===== src/rtl/core/csi_pkg.sv =====
`timescale 1ns / 1ps
// ----------------------------------------------------------------------------
// csi_pkg
// Shared types, character codes and helpers for the CSI parameter collector.
// ----------------------------------------------------------------------------
package csi_pkg;

  localparam int NUM_ARGS_DEF  = 6;
  localparam int ARG_WIDTH_DEF = 16;

  // Fixed result layout
  localparam int OUT_ARGS      = 6;
  localparam int OUT_ARG_WIDTH = 16;
  localparam int INDEX_WIDTH   = 3;

  localparam logic [7:0] CHAR_AT     = 8'h40; // '@'
  localparam logic [7:0] CHAR_TILDE  = 8'h7E; // '~'
  localparam logic [7:0] CHAR_SEMI   = 8'h3B; // ';'
  localparam logic [7:0] CHAR_QUEST  = 8'h3F; // '?'
  localparam logic [7:0] CHAR_Z_UP   = 8'h5A; // 'Z'
  localparam logic [7:0] CHAR_Z_LOW  = 8'h7A; // 'z'
  localparam logic [7:0] CHAR_ZERO   = 8'h30; // '0'
  localparam logic [7:0] CHAR_NINE   = 8'h39; // '9'
  localparam logic [7:0] CHAR_A_LOW  = 8'h61; // 'a'
  localparam logic [7:0] CHAR_F_LOW  = 8'h66; // 'f'
  localparam logic [7:0] CHAR_A_UP   = 8'h41; // 'A'
  localparam logic [7:0] CHAR_F_UP   = 8'h46; // 'F'
  localparam logic [7:0] HEX_LETTER_BASE = 8'd10;

  typedef enum logic [1:0] {
    STATUS_ABSORBED = 2'd0,
    STATUS_COMPLETE = 2'd1,
    STATUS_REJECTED = 2'd2
  } status_t;

  typedef struct packed {
    logic       ok;
    logic [3:0] value;
  } hex_digit_t;

  function automatic hex_digit_t hex_decode(input logic [7:0] c);
    hex_digit_t r;
    logic [7:0] v;
    r = '{ok: 1'b0, value: 4'd0};
    v = 8'd0;
    if (c >= CHAR_ZERO && c <= CHAR_NINE) begin
      v = c - CHAR_ZERO;
      r.ok = 1'b1;
    end else if (c >= CHAR_A_LOW && c <= CHAR_F_LOW) begin
      v = c - CHAR_A_LOW + HEX_LETTER_BASE;
      r.ok = 1'b1;
    end else if (c >= CHAR_A_UP && c <= CHAR_F_UP) begin
      v = c - CHAR_A_UP + HEX_LETTER_BASE;
      r.ok = 1'b1;
    end
    r.value = v[3:0];
    return r;
  endfunction

endpackage


===== src/rtl/core/csi_parameter_collector_core.sv =====
`timescale 1ns / 1ps
// ----------------------------------------------------------------------------
// csi_parameter_collector_core
// Collects numeric parameters of a CSI control sequence, one byte per request.
// ----------------------------------------------------------------------------
// Usage:
//   Input channel (in_valid/in_ready/in_byte) takes the bytes that follow
//   ESC [. Every request yields exactly one result on the output channel
//   (out_valid/out_ready): a status, the final byte on completion, the
//   parameter values, the ';' count and the private flag.
//   out_valid rises once the request has moved from the input register
//   into the result register; a new byte is taken every cycle unless
//   the output stalls. The parameter update (shift-add times ten or a
//   4-bit hex shift) sits between the input register and the result
//   register, so one request completes per cycle unless the output stalls.
//   When out_ready is low the result register holds; the input register
//   still fills, and in_ready drops only when both stages hold a request.
//   Synchronous reset clears the parameters, index and flags and empties
//   both stages; the block takes bytes in the first cycle after reset.
// ----------------------------------------------------------------------------
module csi_parameter_collector_core #(
  parameter int NUM_ARGS  = csi_pkg::NUM_ARGS_DEF,
  parameter int ARG_WIDTH = csi_pkg::ARG_WIDTH_DEF
) (
  input  logic                                clk,
  input  logic                                rst,
  input  logic                                in_valid,
  output logic                                in_ready,
  input  logic [7:0]                          in_byte,
  output logic                                out_valid,
  input  logic                                out_ready,
  output logic [1:0]                          status,
  output logic [7:0]                          final_char,
  output logic [csi_pkg::OUT_ARG_WIDTH-1:0]   arg0,
  output logic [csi_pkg::OUT_ARG_WIDTH-1:0]   arg1,
  output logic [csi_pkg::OUT_ARG_WIDTH-1:0]   arg2,
  output logic [csi_pkg::OUT_ARG_WIDTH-1:0]   arg3,
  output logic [csi_pkg::OUT_ARG_WIDTH-1:0]   arg4,
  output logic [csi_pkg::OUT_ARG_WIDTH-1:0]   arg5,
  output logic [csi_pkg::INDEX_WIDTH-1:0]     arg_index,
  output logic                                private_flag
);

  localparam int PTR_W = $clog2(NUM_ARGS + 1);

  // Input stage
  logic       s1_valid;
  logic [7:0] s1_byte;

  // Collector state
  logic [ARG_WIDTH-1:0] arg_store [NUM_ARGS];
  logic [PTR_W-1:0]     arg_ptr;
  logic                 question_seen;
  logic                 hex_mode;
  logic                 digit_seen;

  // Update logic
  logic [ARG_WIDTH-1:0] arg_upd [NUM_ARGS];
  logic [PTR_W-1:0]     ptr_upd;
  logic                 question_upd;
  logic                 hex_upd;
  logic                 digit_upd;
  logic                 dig_hex;
  logic                 dig_dec;
  logic                 clear_all;
  logic                 prefix_ok;
  csi_pkg::hex_digit_t  hd;
  csi_pkg::status_t     status_next;
  logic [7:0]           final_next;
  logic [csi_pkg::OUT_ARG_WIDTH-1:0] arg_out_next [csi_pkg::OUT_ARGS];
  logic [3:0]           ptr_ext;

  // Result register
  csi_pkg::status_t     status_q;
  logic [csi_pkg::OUT_ARG_WIDTH-1:0] arg_q [csi_pkg::OUT_ARGS];

  logic out_free;
  logic fire;

  assign out_free = !out_valid || out_ready;
  assign fire     = s1_valid && out_free;
  assign in_ready = !s1_valid || out_free;

  always_comb begin
    hd           = csi_pkg::hex_decode(s1_byte);
    prefix_ok    = (arg_ptr == '0) && !digit_seen;
    ptr_upd      = arg_ptr;
    question_upd = question_seen;
    hex_upd      = hex_mode;
    digit_upd    = digit_seen;
    dig_hex      = 1'b0;
    dig_dec      = 1'b0;
    clear_all    = 1'b0;
    status_next  = csi_pkg::STATUS_ABSORBED;
    final_next   = 8'd0;
    if (s1_byte == csi_pkg::CHAR_Z_UP && prefix_ok) begin
      // leading 'Z' is swallowed
    end else if (s1_byte == csi_pkg::CHAR_Z_LOW && prefix_ok) begin
      hex_upd = 1'b1;
    end else if (hex_mode && hd.ok) begin
      digit_upd = 1'b1;
      dig_hex   = 1'b1;
    end else if (s1_byte >= csi_pkg::CHAR_ZERO && s1_byte <= csi_pkg::CHAR_NINE) begin
      digit_upd = 1'b1;
      dig_dec   = 1'b1;
    end else if (s1_byte == csi_pkg::CHAR_SEMI) begin
      if (arg_ptr < PTR_W'(NUM_ARGS)) begin
        ptr_upd = arg_ptr + 1'b1;
      end
    end else if (s1_byte == csi_pkg::CHAR_QUEST) begin
      question_upd = 1'b1;
    end else if (s1_byte >= csi_pkg::CHAR_AT && s1_byte < csi_pkg::CHAR_TILDE) begin
      status_next = csi_pkg::STATUS_COMPLETE;
      final_next  = s1_byte;
      clear_all   = 1'b1;
    end else begin
      status_next = csi_pkg::STATUS_REJECTED;
    end
  end

  // One lane per parameter; only the lane at arg_ptr takes the digit.
  for (genvar i = 0; i < NUM_ARGS; i++) begin : g_lane
    logic sel;
    assign sel = (arg_ptr == PTR_W'(i));
    always_comb begin
      arg_upd[i] = arg_store[i];
      if (sel && dig_hex) begin
        arg_upd[i] = (arg_store[i] << 4) | ARG_WIDTH'(hd.value);
      end else if (sel && dig_dec) begin
        arg_upd[i] = (arg_store[i] << 3) + (arg_store[i] << 1) + ARG_WIDTH'(hd.value);
      end
    end
  end

  for (genvar i = 0; i < csi_pkg::OUT_ARGS; i++) begin : g_out
    if (i < NUM_ARGS) begin : g_used
      logic [31:0] ext;
      assign ext             = 32'(arg_upd[i]);
      assign arg_out_next[i] = ext[csi_pkg::OUT_ARG_WIDTH-1:0];
    end else begin : g_unused
      assign arg_out_next[i] = '0;
    end
  end

  assign ptr_ext = 4'(ptr_upd);

  always_ff @(posedge clk) begin
    if (rst) begin
      s1_valid <= 1'b0;
    end else if (in_ready) begin
      s1_valid <= in_valid;
    end
    if (in_ready && in_valid) begin
      s1_byte <= in_byte;
    end
  end

  always_ff @(posedge clk) begin
    if (rst) begin
      for (int i = 0; i < NUM_ARGS; i++) begin
        arg_store[i] <= '0;
      end
      arg_ptr       <= '0;
      question_seen <= 1'b0;
      hex_mode      <= 1'b0;
      digit_seen    <= 1'b0;
    end else if (fire) begin
      for (int i = 0; i < NUM_ARGS; i++) begin
        arg_store[i] <= clear_all ? '0 : arg_upd[i];
      end
      arg_ptr       <= clear_all ? '0 : ptr_upd;
      question_seen <= !clear_all && question_upd;
      hex_mode      <= !clear_all && hex_upd;
      digit_seen    <= !clear_all && digit_upd;
    end
  end

  always_ff @(posedge clk) begin
    if (rst) begin
      out_valid <= 1'b0;
    end else if (out_free) begin
      out_valid <= s1_valid;
    end
    if (fire) begin
      status_q     <= status_next;
      final_char   <= final_next;
      arg_q        <= arg_out_next;
      arg_index    <= ptr_ext[csi_pkg::INDEX_WIDTH-1:0];
      private_flag <= question_upd;
    end
  end

  assign status = status_q;
  assign arg0   = arg_q[0];
  assign arg1   = arg_q[1];
  assign arg2   = arg_q[2];
  assign arg3   = arg_q[3];
  assign arg4   = arg_q[4];
  assign arg5   = arg_q[5];

endmodule

===== config.mk =====
export PLATFORM = sky130hd
export DESIGN_NAME = csi_parameter_collector_core
export DESIGN_NICKNAME = d
export VERILOG_FILES = /design/src/rtl/core/csi_pkg.sv /design/src/rtl/core/csi_parameter_collector_core.sv
export SDC_FILE = /design/constraint.sdc
export NUM_CORES = 1
export LEC_CHECK = 0
export ABC_AREA = 0
export BUFFER_PORTS_ARGS = -buffer_cell sky130_fd_sc_hd__buf_4
export CAP_MARGIN = 20
export CELL_PAD_IN_SITES_DETAIL_PLACEMENT = 1
export CELL_PAD_IN_SITES_GLOBAL_PLACEMENT = 2
export CORE_UTILIZATION = 30
export CTS_CLUSTER_DIAMETER = 80
export DETAILED_ROUTE_END_ITERATION = 10
export GPL_TIMING_DRIVEN = 1
export PLACE_DENSITY = 0.73
export RECOVER_POWER = 100
export SLEW_MARGIN = 40
export SYNTH_ARGS = -nofsm -noshare
export SYNTH_HDL_FRONTEND = slang
export SYNTH_SLANG_ARGS = --single-unit

===== constraint.sdc =====
create_clock -name clk -period 28.7 [get_ports clk]
set_input_delay 4.305 -clock clk [delete_from_list [all_inputs] [get_ports clk]]
set_output_delay 4.305 -clock clk [all_outputs]
set_load 0.02 [all_outputs]

# ---- After elaboration in Yosys (flattened, before gate mapping)
# Memories as Yosys holds them, arrays and structs flattened.
# Cells that the tools add are included.
dict set report op_classes {
  add_sub_neg 18
  mul 0
  div 0
  order_cmp 9
  eq_ne 9
  shifts 0
  mux 69
  n_bitwise 13
  n_reduce_logical 34
}
# op n
set ops {}
lappend ops {{16-bit 2-to-1 mux} 24}
lappend ops {{16-bit adder} 6}
lappend ops {{16-bit by 4-bit adder with 16-bit output} 6}
lappend ops {{16-bit by 4-bit bitwise OR with 16-bit output} 6}
lappend ops {{1-bit 2-to-1 mux} 34}
lappend ops {{1-bit logical AND} 25}
lappend ops {{8-bit by 7-bit >= comparator with 1-bit output, second input constant} 3}
lappend ops {{3-bit 2-to-1 mux} 7}
lappend ops {{8-bit by 6-bit == test with 1-bit output, second input constant} 2}
lappend ops {{8-bit by 7-bit == test with 1-bit output, second input constant} 2}
lappend ops {{8-bit by 7-bit <= comparator with 1-bit output, second input constant} 2}
lappend ops {{4-bit 2-to-1 mux} 3}
lappend ops {{4-bit by 1-bit subtractor with 4-bit output, second input constant} 3}
lappend ops {{4-bit adder, second input constant} 2}
lappend ops {{8-bit by 6-bit >= comparator with 1-bit output, second input constant} 1}
lappend ops {{8-bit by 6-bit <= comparator with 1-bit output, second input constant} 1}
lappend ops {{8-bit by 7-bit < comparator with 1-bit output, second input constant} 1}
lappend ops {{7-bit OR reduction} 1}
lappend ops {{3-bit by 2-bit == test with 1-bit output, second input constant} 2}
lappend ops {{3-bit == test, second input constant} 2}
lappend ops {{1-bit bitwise OR} 6}
lappend ops {{6-bit OR reduction} 1}
lappend ops {{1-bit logical NOT} 4}
lappend ops {{3-bit by 1-bit adder with 3-bit output, second input constant} 1}
lappend ops {{other kinds (6)} 7}
dict set report word_totals {
  register_bits 126
  latchBits 0
  ram_bits 96
  mem_bits_ro 0
  inputBits 12
  output_inout_bits 112
  wordCells 170
  memories 1
}
# name depth word_bits read_ports rd_ports_with_merged_regs wr line_no
set mem_list {}
lappend mem_list {arg_store 6 16 6 0 6 csi_parameter_collector_core.sv:51} ;# logic [ARG_WIDTH-1:0] arg_store [NUM_ARGS];

# ---- Longest topological paths before layout
# Gate-level depths: netlist (run 1).
dict set report logic_depth {
  depth_word 14
  depth_mapped 18
}

# ---- Worst setup path before layout (run 1)
# OpenSTA, ideal clock, no wires.
dict set report synth_path {
  path_kind {input -> register}
  startpoint {in out_ready}
  endpoint {reg arg_ptr[1]}
  setup_ps 127
  arrival_time_ps 12432
  setup_slack_ps 16141
  path_stages 6
  cell_sequence {nor2b_1 nor2b_1 nor2_1 inv_1 o21ai_1 o2bb2ai_1}
}
dict set report synth_between {
  elab_chain_cells 2
}
# element line_no
set synth_rtl {}
lappend synth_rtl {{from (decl)} csi_parameter_collector_core.sv:31} ;# input logic out_ready,
lappend synth_rtl {{1-bit logical OR} csi_parameter_collector_core.sv:80} ;# assign out_free = !out_valid || out_ready;
lappend synth_rtl {{1-bit logical AND} csi_parameter_collector_core.sv:81} ;# assign fire = s1_valid && out_free;
lappend synth_rtl {{net fire} csi_parameter_collector_core.sv:78} ;# logic fire;
lappend synth_rtl {{to (signal assigned)} csi_parameter_collector_core.sv:171} ;# arg_ptr <= clear_all ? '0 : ptr_upd;
lappend synth_rtl {{to (decl)} csi_parameter_collector_core.sv:52} ;# logic [PTR_W-1:0] arg_ptr;
# The timed path passes the listed nets, and every way through them passes these cells.
# A chain may end at the register's enable or synchronous reset.

# ---- Worst setup path after layout (run 1)
# Same ends and word-level chain as after synthesis.

==> results.md, run 1 <==
- Status: finished with violations
- Failing checks: max-capacitance violations, max-slew violations
- TritonCTS Sinks: 222
- Yosys reg bits: 222
- Residual DRC: 0
- Routed Antenna Nets: 0
- Mean post-synth cell area: 10.7 um^2
- Die Footprint: 51,200 um^2
- CP startpoint kind: input pin
- Initial core utilization: 30.6%
- CTS Root Cell: clkbuf_16
- Sw frac: 28.6%
- Vias/cell: 5.36
- # resized after CTS: 0
- Final worst path period share: 41.3%
- Peak supply drop: 0.0000380 V
- Pin count of the biggest net entering global routing: 71
- Largest delay contributor family on the critical path: buffers and inverters
- Final hold vios: 0
- Ys flop type: edfxtp_1
- TNS Setup: 0 ps
- Cell area after synthesis: 15,100 um^2
- CP arrival: 12,170 ps
- Comb pwr share: 15.7%
- RSZ-0062 raised after global routing: no
- Leak pwr: 6.91 nW
- Sw power: 0.000254 W
- Final Critical Period: 11,860 ps
- Yosys warning total: 0
- Area share of the largest cell type after synthesis: 42.6%
- Number of synthesized flops with an enable pin: 214
- Worst r2r src: out_valid$_SDFFE_PP0P_
- Crit-path cells: clkbuf_4, nor2b_1, nor2b_4, clkbuf_1, nor2_1, clkinvlp_2, clkbuf_1, o21ai_0, o2bb2ai_1
- Worst hold path class: reg -> reg
- Critical-path maximum fanout: 70
- Metal3 WL: 1.46 mm
- Final Wtd Congestion: 0.854
- Crit Path Category: in -> reg
- Initial antenna violation count: 0
- Mapped Cells: 1,413
- Met1 Wirelength: 21.4 mm
- Clock Power Share: 40.1%
- Number of DRC markers in iteration 0: 607
- Worst path buffer plus inverter count: 4
- Worst path required time: 29,010 ps
- HPWL Detailed: 31.9 mm
- Via count: 11,900
- Synth area leaders: edfxtp_1, ha_1, a21oi_1
- Highest metal used: met4
- Vias in the first global route: 12,400
- Slew Limit Headroom: -192%
- Layout cell share with drive strength beyond 1: 5.98%
- Fill cells: 5,600
- CTS Buffer Depth: 3
- Worst path slowest cell: clkbuf_1
- WL final: 44.8 mm
- Global-route wire length before repair: 70.4 mm
- H-tree levels: 1
- Row cnt: 81
- Setup crit end: arg_ptr[1]$_SDFFE_PP0P_
- Critical Path Start: out_ready
- Final Skew: 13.7 ps
- Slowest stage delay, CP: 3110 ps
- Asr flop ratio synth: 0%
- R2R setup slack: 20,280 ps
- Drt pass-1 iters: 4
- CTS tree: done
- Sequential share of power: 44.2%
- Fin nets: 1,724
- Fmax: 0.0843 GHz
- FF-to-FF path depth: 8
- Cell Pwr Density: 51.5 nW/um^2
- Sequential area share after synthesis: 43.7%
- Worst Hold Launch: question_seen$_SDFFE_PP0P_
- Overall routing resource usage: 17.6%
- Met2 WL: 21.1 mm
- Syn_nets: 1,602
- Crit path top cell by count: clkbuf_1
- Max Cap Violations: 6
- Placed insts: 2,169
- Yosys cell types: 83
- Worst-margin pin slew: 4380 ps
- I/O pins: 124
- Core Region: 49,300 um^2
- Reg clk slew, reported paths: 70 ps
- Final setup vio count: 0
- Largest area contributor in the netlist: edfxtp_1
- Power Internal: 0.000634 W
- TritonCTS buffer count: 28
- Die X: 226 um
- Levels on crit path: 9
- Fin. max-slew vios: 293
- Ant. Diodes: 0
- Non-filler cells in the finished layout: 2,220
- Worst flop-to-flop path endpoint: arg_ptr[1]$_SDFFE_PP0P_
- Port Buffer Count: 123
- Routed length per instance: 20.2 um
- Hold_buf cts: 0
- Most used standard cell by instance count after synthesis: edfxtp_1
- Setup crit end kind: register
- Die Y: 226 um
- Post-CTS Repair Setup Buffers: 0
- Area delta synth->final: 14.3%
- Synth top cells by count: edfxtp_1, ha_1, a21oi_1
- Total gr overflow: 0
- Worst skew pair latency: 570 ps
==> worst register-to-register path: stages (launching register included) <==
cell and delay, ps:
dfxtp_1 310, nor2b_1 180, nor2b_4 110, clkbuf_1 1960, nor2_1 550, clkinvlp_2 1150, clkbuf_1 3110, o21ai_0 510
o2bb2ai_1 290
==> layout by cell type, fill, tap and decap left out, drive strengths merged, types with 9 or more instances in the layout <==
cell / n
clkbuf: 158
xor2: 24
nand3: 25
nor3b: 9
nor2b: 16
mux2i: 34
inv: 42
a31oi: 42
o211ai: 12
nor3: 23
edfxtp: 214
or3: 24
clkinv: 13
a21o: 21
a211oi: 58
xnor2: 16
ha: 165
nor2: 103
nand2: 107
o21a: 21
fa: 12
and2: 39
a21oi: 119
o21ai: 61
mux2: 15
buf: 13
o211a: 10
and3: 11
==> per-layer routing <==
metal / GRT usage, % / vias to the layer above
met5: 0 / -
met4: 4.21 / 0
met3: 1.97 / 43
met2: 30.0 / 187
met1: 23.7 / 5942
li1: - / 5736
==> kinds of logic (layout without fill, tap and decap cells) <==
family	after synthesis	after routing	synth area share, %
AOI/OAI and AO/OA	445	445	20.1
and+or+nand+nor	388	388	12.7
DFF	222	222	43.7
adders and majority gates	177	177	15.3
buffers and inverters	90	233	2.42
muxes	49	49	3.38
xor gates and xnor gates	41	41	2.48
other	1	1	0.0249
==> power by group through the flow <==
| stage | logic (W) | registers, W | clock network (W) |
|---|---|---|---|
| 2_1_floorplan | 0.0000932 | 0.000403 | 0 |
| 3_3_place_gp | 0.000143 | 0.000398 | 0 |
| 5_1_grt | 0.000157 | 0.000395 | 0.000376 |
| 3_5_place_dp | 0.000146 | 0.000398 | 0 |
| 6_report | 0.000139 | 0.000393 | 0.000356 |
| 4_1_cts | 0.000148 | 0.000392 | 0.000366 |
==> through the flow <==
| stage | instance area (um^2) | total power [W] | hold slack [ps] | worst slack, ps | util, % |
|---|---|---|---|---|---|
| 2_1_floorplan | 15100 | 0.000496 | 443 | 16140 | - |
| 3_3_place_gp | 16800 | 0.000541 | 454 | 19390 | 34.1 |
| 3_5_place_dp | 16800 | 0.000545 | 469 | 19360 | 34.1 |
| 4_1_cts | 17700 | 0.000906 | 479 | 19370 | 36.0 |
| 5_1_grt | 17200 | 0.000928 | 510 | 15790 | 35.0 |
| 6_report | 17200 | 0.000888 | 483 | 16840 | 35.0 |
==> worst min path at each step <==
stage / end / depth (start not counted)
6_report: question_seen$_SDFFE_PP0P_ / 2
5_1_grt: question_seen$_SDFFE_PP0P_ / 2
4_1_cts: question_seen$_SDFFE_PP0P_ / 2
3_5_place_dp: question_seen$_SDFFE_PP0P_ / 2
3_3_place_gp: question_seen$_SDFFE_PP0P_ / 2
2_1_floorplan: question_seen$_SDFFE_PP0P_ / 2
==> state kept, by name (all words and copies together) (netlist names) <==
register / flops
arg1: 16
s1_byte: 8
private_flag: 1
arg2: 16
s1_valid: 1
arg_store: 96
out_valid: 1
final_char: 8
arg0: 16
status: 2
arg5: 16
arg4: 16
arg_index: 3
arg3: 16
question_seen: 1
hex_mode: 1
digit_seen: 1
arg_ptr: 3
==> area by class of cell <==
| type | instances | area (um^2) | area share (%) |
|---|---|---|---|
| repair buffers | 140 | 589 | 3.42 |
| flip-flops and latches | 222 | 6590 | 38.2 |
| clock inverters | 20 | 181 | 1.05 |
| well taps | 664 | 831 | 4.82 |
| inverters | 42 | 159 | 0.922 |
| multi-input cells | 1101 | 8150 | 47.3 |
| clock buffers | 31 | 743 | 4.31 |
Note: power is estimated with default switching activity, not from simulation.
==> run 2, diff against run 1 <==
Clock period 28.7 ns to 11.9 ns, I/O delays scaled along.
==> run 2 against run 1 <==
Effect of this change:
- the flow still finishes with violations (max-capacitance violations, max-slew violations)
- register-to-register slack worse by 15000 ps
- total power rose to 2.5 times the previous value
- clock skew down 0.73 ps
- highest routed layer unchanged
==> results.md, run 2 (same netlist as run 1, synthesis figures left out) <==
- Status: finished with violations
- Failing checks: max-capacitance violations, max-slew violations
- H-tree levels: 1 (unchanged)
- Final hold vios: 0 (unchanged)
- Worst-margin pin slew: 2890 ps (-1490 ps)
- Comb pwr share: 15.1% (-0.6 points)
- Sw power: 0.000642 W (+150%)
- Global-route wire length before repair: 71.0 mm (+0.85%)
- Fill cells: 5,565 (-0.63%)
- FF/Latch Area: 6590 um^2 (about the same)
- Worst hold path class: reg -> reg
- FF-to-FF path depth: 9 (+1)
- Layout cell share with drive strength beyond 1: 6.29% (+0.31 points)
- Fmax: 0.154 GHz
- Sw frac: 28.9% (+0.30 points)
- Residual DRC: 0 (unchanged)
- Power Internal: 0.00158 W (+150%)
- Initial antenna violation count: 0 (unchanged)
- TritonCTS Sinks: 222 (unchanged)
- Non-filler cells in the finished layout: 2,223 (+0.14%)
- Top reg by flops: arg_store
- HPWL Detailed: 32.2 mm (+0.83%)
- Total power: 0.00222 W (+150%)
- Final Skew: 12.9 ps (-0.734 ps)
- Core Region: 49,300 um^2 (unchanged)
- Worst path required time: 12,250 ps (-16,760 ps)
- Hold_buf cts: 0 (unchanged)
- Sequential share of power: 42.5% (-1.7 points)
- Area occupied by multi-input gates: 8160 um^2 (about the same)
- Row cnt: 81 (unchanged)
- Setup crit end kind: register
- Post-CTS Repair Setup Buffers: 0 (unchanged)
- CTS Root Cell: clkbuf_16
- Routed length per instance: 20.5 um (+1.3%)
- Die X: 226 um (unchanged)
- Pin count of the biggest net entering global routing: 113 (+59%)
- Vias/cell: 5.37 (+0.18%)
- Number of DRC markers in iteration 0: 504 (-17%)
- Leak pwr: 6.97 nW (+0.86%)
- Critical-path maximum fanout: 48 (-31%)
- Die Footprint: 51,200 um^2 (unchanged)
- TNS Setup: 0 ps (unchanged)
- CTS tree: done
- Slew Limit Headroom: -92.4% (+100 points)
- Total gr overflow: 0 (unchanged)
- Vias in the first global route: 12,300 (-0.99%)
- Min Hold Slack: 492 ps (+8.96 ps)
- Final setup vio count: 0 (unchanged)
- Via count: 11,900 (+0.32%)
- Area delta synth->final: 15.1%
- Ant. Diodes: 0 (unchanged)
- WL final: 45.5 mm (+1.5%)
- CP arrival: 6830 ps (-5340 ps)
- Final Critical Period: 6490 ps
- Overall routing resource usage: 17.7% (+0.15 points)
- CTS Buffer Depth: 3 (unchanged)
- Initial core utilization: 30.6% (unchanged)
- Cell Pwr Density: 128 nW/um^2 (+150%)
- Routed Antenna Nets: 0 (unchanged)
- Port Buffer Count: 123 (unchanged)
- Final worst path period share: 54.5%
- Peak supply drop: 0.0000994 V (+160%)
- # resized after CTS: 0 (unchanged)
- Reg clk slew, reported paths: 60 ps (about the same)
- RSZ-0062 raised after global routing: no
- Drt pass-1 iters: 5 (+1)
- Placed insts: 2,166 (-0.14%)
- CP startpoint kind: register
- Crit Path Category: reg -> reg
- TritonCTS buffer count: 31 (+11%)
- Clock Power Share: 42.4% (+2.3 points)
- Final Wtd Congestion: 0.866 (+1.4%)
- Number of flip-flops in the largest register: 96 (unchanged)
- Hold Path Stages: 2 (unchanged)
- Fin nets: 1,724 (unchanged)
- Commonest non-fill, non-tap cell in the layout: edfxtp_1
- Max Cap Violations: 3 (-3)
- I/O pins: 124 (unchanged)
- Worst skew pair latency: 580 ps (about the same)
- Fin. max-slew vios: 100 (-66%)
- Most frequent cells in the layout: edfxtp_1, ha_1, clkbuf_1, a21oi_1, nand2_1
- Die Y: 226 um (unchanged)
run 2: area by class of cell:
cell class / instances / area share, %
Timing Repair Buffer: 137 / 3.39
Tap cell: 664 / 4.79
Inverter: 42 / 0.951
Multi-Input combinational cell: 1101 / 47.0
Sequential cell: 222 / 37.9
Clock buffer: 32 / 4.49
Clock inverter: 25 / 1.45
run 2: final timing paths:
kind	slack [ps]	start	to
hold / removal	490	question_seen$_SDFFE_PP0P_	question_seen$_SDFFE_PP0P_
setup / recovery	5410	s1_byte[0]$_DFFE_PP_	arg_ptr[1]$_SDFFE_PP0P_
hold reg to reg	490	question_seen$_SDFFE_PP0P_	question_seen$_SDFFE_PP0P_
setup reg to reg	5410	s1_byte[0]$_DFFE_PP_	arg_ptr[1]$_SDFFE_PP0P_
run 2: worst max-delay path: stages, from the launching register on:
cell and delay, ps:
edfxtp_1 500, inv_1 180, ha_1 300, o21bai_1 600
a21oi_1 370, a31oi_1 400, a31o_1 1280, clkbuf_1 2110
o21ai_0 230, o2bb2ai_1 240
run 2: power groups by stage:
stage / Clock [W] / Sequential, W / Combinational [W]
4_1_cts: 0.000967 / 0.000945 / 0.000356
5_1_grt: 0.000997 / 0.000949 / 0.000377
3_5_place_dp: 0 / 0.000961 / 0.000353
2_1_floorplan: 0 / 0.000973 / 0.000225
6_report: 0.000941 / 0.000944 / 0.000337
3_3_place_gp: 0 / 0.000961 / 0.000344
run 2: metal layers:
| layer | global-route usage [%] | share of wire (%) | vias up | wire length [um] |
|---|---|---|---|---|
| met1 | 24.0 | 47 | 5959 | 21400 |
| li1 | - | - | 5746 | - |
| met4 | 4.53 | 1.9 | 0 | 867 |
| met3 | 2.25 | 3.5 | 50 | 1580 |
| met5 | 0 | 0 | - | 0 |
| met2 | 29.8 | 48 | 191 | 21600 |
run 2: metrics by stage:
stage / utilization, % / setup WS [ps] / instance area (um^2)
5_1_grt: 35.2 / 4790 / 17400
2_1_floorplan: - / 1860 / 15100
4_1_cts: 36.2 / 6500 / 17800
3_3_place_gp: 34.0 / 6660 / 16800
3_5_place_dp: 34.1 / 6510 / 16800
6_report: 35.2 / 5410 / 17400
==> run 3, diff against run 2 <==
Settings changed: PLACE_DENSITY 0.73 to 0.76.
Clock period 11.9 ns to 5.7 ns, I/O delays scaled along.
==> run 3 against run 2 <==
Effect of this change:
- the run still ends with max-capacitance violations, max-slew violations left
- critical path depth did not move
- clock power rose by 86%
- via count down 0.33%
- cell count is 0.18% lower
- total power is 99% higher
==> results.md, run 3 (same netlist as run 1, synthesis figures left out) <==
- Status: finished with violations
- Failing checks: max-capacitance violations, max-slew violations
- Worst skew pair latency: 580 ps (about the same)
- Routed Antenna Nets: 0 (unchanged)
- Commonest non-fill, non-tap cell in the layout: edfxtp_1
- Cell Pwr Density: 257 nW/um^2 (+100%)
- Worst path required time: 5960 ps (-6290 ps)
- Leak pwr: 6.92 nW (-0.68%)
- I/O pins: 124 (unchanged)
- Vias/cell: 5.37 (-0.15%)
- Die X: 226 um (unchanged)
- Pin count of the biggest net entering global routing: 112 (-0.88%)
- Core Region: 49,300 um^2 (unchanged)
- Worst hold path class: in -> reg
- Crit Path Category: reg -> reg
- FF/Latch Area: 6590 um^2 (unchanged)
- Residual DRC: 0 (unchanged)
- Fin area: 17,200 um^2 (-0.81%)
- CTS Buffer Depth: 3 (unchanged)
- Area delta synth->final: 14.1%
- Fill cells: 5,585 (+0.36%)
- Crit-path cells: inv_1, ha_1, o21bai_1, a21oi_2, a31oi_1, a31o_1, clkbuf_1, buf_4, a311oi_1
- TritonCTS buffer count: 29 (-6.5%)
- Largest delay contributor family on the critical path: compound AO/OA/AOI/OAI gates
- CP startpoint kind: register
- Fin nets: 1,725 (+0.058%)
- Total gr overflow: 0 (unchanged)
- H-tree levels: 1 (unchanged)
- Final worst path period share: 90.1% (+36 points)
- Fin. max-slew vios: 145 (+45%)
- Ant. Diodes: 0 (unchanged)
- Vias in the first global route: 12,500 (+2.0%)
- Global-route wire length before repair: 72.1 mm (+1.6%)
- Area of placed instances: 16,900 um^2 (+0.35%)
- Worst-margin pin slew: 2450 ps (-438 ps)
- Most frequent cells in the layout: edfxtp_1, ha_1, clkbuf_1, a21oi_1, nand2_1
- Total power: 0.00443 W (+99%)
- CTS Root Cell: clkbuf_16
- Die Footprint: 51,200 um^2 (unchanged)
- Max Cap Violations: 3 (unchanged)
- Critical-path maximum fanout: 28 (-42%)
- Post-CTS Repair Setup Buffers: 0 (unchanged)
- Peak supply drop: 0.000174 V (+75%)
- Area occupied by multi-input gates: 8120 um^2 (-0.49%)
- Die Y: 226 um (unchanged)
- Hold_buf cts: 0 (unchanged)
- Final core utilization: 35.0% (-0.29 points)
- CTS tree: done
- Overall routing resource usage: 18.0% (+0.27 points)
- Final Critical Period: 5130 ps (-1350 ps)
- WL final: 45.4 mm (-0.21%)
- TNS Setup: 0 ps (unchanged)
- CP arrival: 5400 ps (-1430 ps)
- Worst path buffer plus inverter count: 3 (+1)
- Slowest stage delay, CP: 1210 ps (-900 ps)
- Final setup vio count: 0 (unchanged)
- Layout cell share with drive strength beyond 1: 5.53% (-0.76 points)
- Drt pass-1 iters: 4 (-1)
- Number of DRC markers in iteration 0: 611 (+21%)
- RSZ-0062 raised after global routing: no
- Slew Limit Headroom: -63.6% (+29 points)
- Initial antenna violation count: 0 (unchanged)
- Final hold vios: 0 (unchanged)
- Final Wtd Congestion: 0.873 (+0.79%)
- Initial core utilization: 30.6% (unchanged)
- HPWL Detailed: 32.4 mm (+0.67%)
- Worst path slowest cell: clkbuf_1
- Number of flip-flops in the largest register: 96 (unchanged)
- Top reg by flops: arg_store
- Reg clk slew, reported paths: 60 ps (about the same)
- Row cnt: 81 (unchanged)
- Via count: 11,900 (-0.33%)
- Min Hold Slack: 481 ps (-11.5 ps)
- Final Skew: 15.2 ps (+2.22 ps)
- Setup crit end kind: register
- Port Buffer Count: 123 (unchanged)
- Fmax: 0.195 GHz (+26%)
- Routed length per instance: 20.5 um (about the same)
- TritonCTS Sinks: 222 (unchanged)
- # resized after CTS: 0 (unchanged)
## run 3: final cells by class
type                    count  area share [%]
clock buffers              33            4.30
clock inverters            17           0.836
inverters                  42           0.937
multi-input cells        1101            47.1
flip-flops and latches    222            38.3
well taps                 664            4.83
repair buffers            140            3.70
## run 3: path summary, 6_finish.rpt
path / depth (start not counted) / startpoint / to / slack, ps
worst min register to register: 2 / digit_seen$_SDFFE_PP0P_ / digit_seen$_SDFFE_PP0P_ / 500
worst max-delay path: 9 / s1_byte[0]$_DFFE_PP_ / arg_store[0][7]$_SDFFCE_PP0P_ / 570
worst max register to register: 9 / s1_byte[0]$_DFFE_PP_ / arg_store[0][7]$_SDFFCE_PP0P_ / 570
worst min-delay path: 1 / in_byte[5] / s1_byte[5]$_DFFE_PP_ / 480
## run 3: worst reg2reg max path, stage by stage (launching register included)
cell and delay (ps):
edfxtp_1 500, inv_1 170, ha_1 310, o21bai_1 530
a21oi_2 230, a31oi_1 360, a31o_1 960, clkbuf_1 1220
buf_4 460, a311oi_1 90
## run 3: routing by layer
metal | track usage [%] | part of all wire [%]
met4 | 4.64 | 2.5
met5 | 0 | 0
met3 | 2.62 | 3.5
met1 | 23.9 | 47
met2 | 30.5 | 47
## run 3: report_power, final
| group | leakage, nW | internal [W] | switching [W] |
|---|---|---|---|
| clock | 0.435 | 0.00101 | 0.000737 |
| sequential | 2.22 | 0.00190 | 0.0000771 |
| combinational | 4.27 | 0.000259 | 0.000448 |
| total | 6.92 | 0.00317 | 0.00126 |
## run 3: stage by stage
step | worst slack (ps) | std cells
4_1_cts | 807 | 2219
3_5_place_dp | 887 | 2169
5_1_grt | 227 | 2219
3_3_place_gp | 1030 | 2167
6_report | 565 | 2219
2_1_floorplan | 330 | 1413
